### config.mk
export PLATFORM = sky130hd
export DESIGN_NAME = ili_cell
export DESIGN_NICKNAME = d
export VERILOG_FILES = /design/src/rtl/ili_pkg.sv /design/src/rtl/ili_cell.sv
export SDC_FILE = /design/constraint.sdc
export NUM_CORES = 1
export LEC_CHECK = 0
export BUFFER_PORTS_ARGS = -buffer_cell sky130_fd_sc_hd__buf_2
export CAP_MARGIN = 20
export CORE_MARGIN = 5
export CORE_UTILIZATION = 44
export CTS_BUF_LIST = sky130_fd_sc_hd__clkbuf_8
export DETAILED_ROUTE_END_ITERATION = 7
export MAX_ROUTING_LAYER = met4
export PLACE_DENSITY = 0.9
export SLEW_MARGIN = 20
export SYNTH_ARGS = -nofsm -noshare
export SYNTH_HDL_FRONTEND = slang
export SYNTH_SLANG_ARGS = --single-unit
### constraint.sdc
create_clock -name clk -period 6.15 [get_ports clk]
set_clock_uncertainty 0.15 [all_clocks]
set_input_delay 0.9225 -clock clk [delete_from_list [all_inputs] [get_ports clk]]
set_output_delay 0.9225 -clock clk [all_outputs]
set_load 0.01 [all_outputs]
### src/rtl/ili_pkg.sv
`timescale 1ns / 1ps
// ----------------------------------------------------------------------------
// ili_pkg: shared types and codes for the indexed list
// Request and response beats, function and status codes, cell commands.
// ----------------------------------------------------------------------------
package ili_pkg;

  // request function codes
  localparam logic [2:0] FN_READ   = 3'd0;
  localparam logic [2:0] FN_HEAD   = 3'd1;
  localparam logic [2:0] FN_TAIL   = 3'd2;
  localparam logic [2:0] FN_AT     = 3'd3;
  localparam logic [2:0] FN_DELETE = 3'd4;

  // response status codes
  localparam logic [1:0] ST_DONE  = 2'd0;
  localparam logic [1:0] ST_RANGE = 2'd1;
  localparam logic [1:0] ST_FULL  = 2'd2;

  typedef struct packed {
    logic [2:0]         func;
    logic [6:0]         position;
    logic signed [31:0] value;
  } req_item_t;

  typedef struct packed {
    logic signed [31:0] read_value;
    logic [1:0]         status;
    logic [6:0]         count;
  } rsp_item_t;

  typedef enum logic [1:0] {
    CELL_HOLD,
    CELL_INSERT,
    CELL_DELETE
  } cell_op_e;

  typedef struct packed {
    cell_op_e    op;
    logic [31:0] value;
  } cell_cmd_t;

  typedef enum logic [1:0] {
    S_IDLE,
    S_REDUCE,
    S_DELIVER
  } ctl_state_e;

endpackage

### src/rtl/ili_cell.sv
`timescale 1ns / 1ps
// ----------------------------------------------------------------------------
// ili_cell: one list slot
// Holds one entry; takes its left or right neighbor on insert or delete.
// ----------------------------------------------------------------------------
module ili_cell #(
  parameter int IDX = 0,
  parameter int PW  = 7
) (
  input  logic              clk,
  input  ili_pkg::cell_cmd_t cmd,
  input  logic [PW-1:0]     pos,
  input  logic [31:0]       left,
  input  logic [31:0]       right,
  output logic [31:0]       data,
  output logic [31:0]       hit
);
  import ili_pkg::*;

  logic at_pos;
  logic past_pos;

  assign at_pos   = (PW'(IDX) == pos);
  assign past_pos = (PW'(IDX) > pos);

  // masked copy for the read reduction
  assign hit = at_pos ? data : '0;

  always_ff @(posedge clk) begin
    unique case (cmd.op)
      CELL_INSERT: begin
        if (at_pos) begin
          data <= cmd.value;
        end else if (past_pos) begin
          data <= left;
        end
      end
      CELL_DELETE: begin
        if (at_pos || past_pos) begin
          data <= right;
        end
      end
      default: begin
        data <= data;
      end
    endcase
  end

endmodule

==> impl_metrics.ini <==
[global_routing]
grt.busiest_layer = met2
grtUsageTotal_pct = 22.2
grt_pass1_vias = 2357
grt_use_met1_pct = 23.5
grt_first_pass_wirelength_mm = 10.8
overflow = 0
antenna_found_initial = 0
grt_max_degree = 61
grtUsageMet3_pct = 5.27
met2_usage_pct = 40.5

[detailed_routing]
vias_per_cell = 5.20
drc = 0
drtIter0Drc = 127
wl_per_cell_um = 15.7
ant_nets = 0
via_count = 2342
wirelength_mm = 7.06
first_pass_iters = 4

[die]
ios = 170
start_util_pct = 45.6
rows = 25
die_area_um2 = 6430
die_x_um = 80.2
core_um2 = 4750
fp.dieH_um = 80.2

[pwr]
ir_worst_vdd_uv = 86.6
power_density_nw_per_um2 = 155
p_leak_nw = 1.46

[placed_design]
dpl.hpwl_mm = 5.23
place.gp.congestion = 0.810
io_buffers = 169

[worst_setup_path]
path_class = input pin to primary output
slowest_stage = nor2_2
cp-start-kind = input pin
max_stage_delay_ps = 840
worst_ep_required_time_ps = 5080
critPathTopFamily = simple AND/OR/NAND/NOR gates
worst-path-buf-inv = 2
crit_chain = buf_2, or4_4, nor2_2, and2_1, buf_2
cp_common_cell = buf_2
endpoint_kind = primary output
crit_path_max_fanout = 34
critPathArrivalTime_ps = 2980

[clock_network]
cts.sinks = 32
numCtsBuffers = 5
cts_buffer_depth = 2
root_buffer = clkbuf_8
cts_resized = 0
htree_num_levels = 2
clk_pin_slew_ps = 70
hold_buffers = 0
cts_tree = yes
post_cts_buffers = 0

[hold_path]
min_from = right[22]
min_path_cells = 3
holdPathEnd = data[22]$_DFFE_PP_
hold_path.class = input pin to flip-flop

[logic_synthesis]
ys_warn_count = 0
ys_seq_area_share_pct = 44.4
synth_seq_cells = 32
syn_area_um2 = 2170
synth_nets = 334
yosysUniqueCellTypes = 18
syn_inst = 228
syn_area_per_cell_um2 = 9.50

[finish]
multi_input_area_um2 = 1100
fillCellCount = 418
area_growth_syn_to_layout_pct = 43.0
largest-register = data
largest_reg_flops = 32
layout.nets = 488
drive_gt1_share_pct = 52.5
seq_area_um2 = 961
diodes = 0
top_regs = data: 32 flops

[timing]
fin_crit_ps = 4060
grt_setup_unrepaired = no
clock.fmax_mhz = 246
timing.final.crit_share_pct = 66.0
finalSetupViolCount = 0
hold_viol = 0
whs_ps = 782
tightest_slew_ps = 1020
slew_viol_final = 0
setup_tns_ps = 0
slew_headroom_pct = 31.9

[job]
cap_violations = 0

[run_status]
status = finished, final reports clean
[worst max-delay path by stage]
| stage | slack, ps | to | cells after the start | startpoint |
|---|---|---|---|---|
| after floorplan | 1890 | data[0]$_DFFE_PP_ | 6 | pos[4] |
| after global placement | 2150 | hit[29] | 5 | pos[4] |
| after detailed placement | 2080 | hit[28] | 5 | pos[4] |
| after CTS | 2080 | hit[28] | 5 | pos[4] |
| after global routing | 1910 | hit[22] | 5 | pos[4] |
| final | 2090 | hit[2] | 5 | pos[4] |
[layer usage]
metal,up-vias,share of wire (%)
li1,1138,-
met1,1082,37
met2,111,52
met3,11,9.1
met4,0,1.5
met5,-,0
[power breakdown]
| group | internal [mW] | switching [mW] |
|---|---|---|
| sequential | 0.243 | 0.000343 |
| combinational | 0.0452 | 0.0451 |
| clock | 0.0753 | 0.0730 |
[synthesized netlist by cell type]
| cell type | n | area [um^2] |
|---|---|---|
| nand2_1 | 54 | 203 |
| o211ai_1 | 35 | 263 |
| and2_1 | 32 | 200 |
| edfxtp_1 | 32 | 961 |
| clkbuf_1 | 21 | 78.8 |
| o211ai_2 | 19 | 238 |
| nor2_1 | 7 | 26.3 |
| a21oi_1 | 6 | 30.0 |
| a41oi_1 | 5 | 43.8 |
| o21ai_0 | 5 | 25.0 |
| buf_6 | 4 | 45.0 |
| nand2b_1 | 2 | 12.5 |
| inv_1 | 1 | 3.75 |
| nor2b_1 | 1 | 6.26 |
| nor4_1 | 1 | 6.26 |
| or2_1 | 1 | 6.26 |
| or3_1 | 1 | 6.26 |
| or4_4 | 1 | 11.3 |
[final cells by class]
type | instances | area share [%]
sequential | 32 | 31.0
timing repair buffer | 172 | 28.0
clock buffer | 5 | 2.22
multi-input combinational | 170 | 35.5
clock inverter | 3 | 0.363
tap | 67 | 2.71
inverter | 1 | 0.121
[cells by family (layout without fill, tap and decap cells)]
group	count (synthesis)	in the layout	share of synthesized area [%]
simple gates	100	100	22.1
flops	32	32	44.4
buf+inv	26	181	5.89
compound gates	70	70	27.7
[placed cells by master (no fill, tap or decap), drive strengths merged, types with 3 or more instances in the layout]
| master | count |
|---|---|
| nand2 | 54 |
| inv | 3 |
| a21oi | 6 |
| and2 | 32 |
| clkbuf | 5 |
| a41oi | 5 |
| o211ai | 54 |
| o21ai | 5 |
| edfxtp | 32 |
| nor2 | 7 |
| buf | 172 |
[stage by stage]
stage	cell area, um^2	cells	setup WS, ps	power [mW]	util (%)
after floorplan	2170	228	1890	0.295	-
after global placement	3010	442	2150	0.335	63.4
after detailed placement	3010	442	2080	0.338	63.4
after CTS	3090	450	2080	0.485	65.1
after global routing	3100	450	1910	0.507	65.2
final	3100	450	2090	0.482	65.2
(Power assumes the default switching activity.)
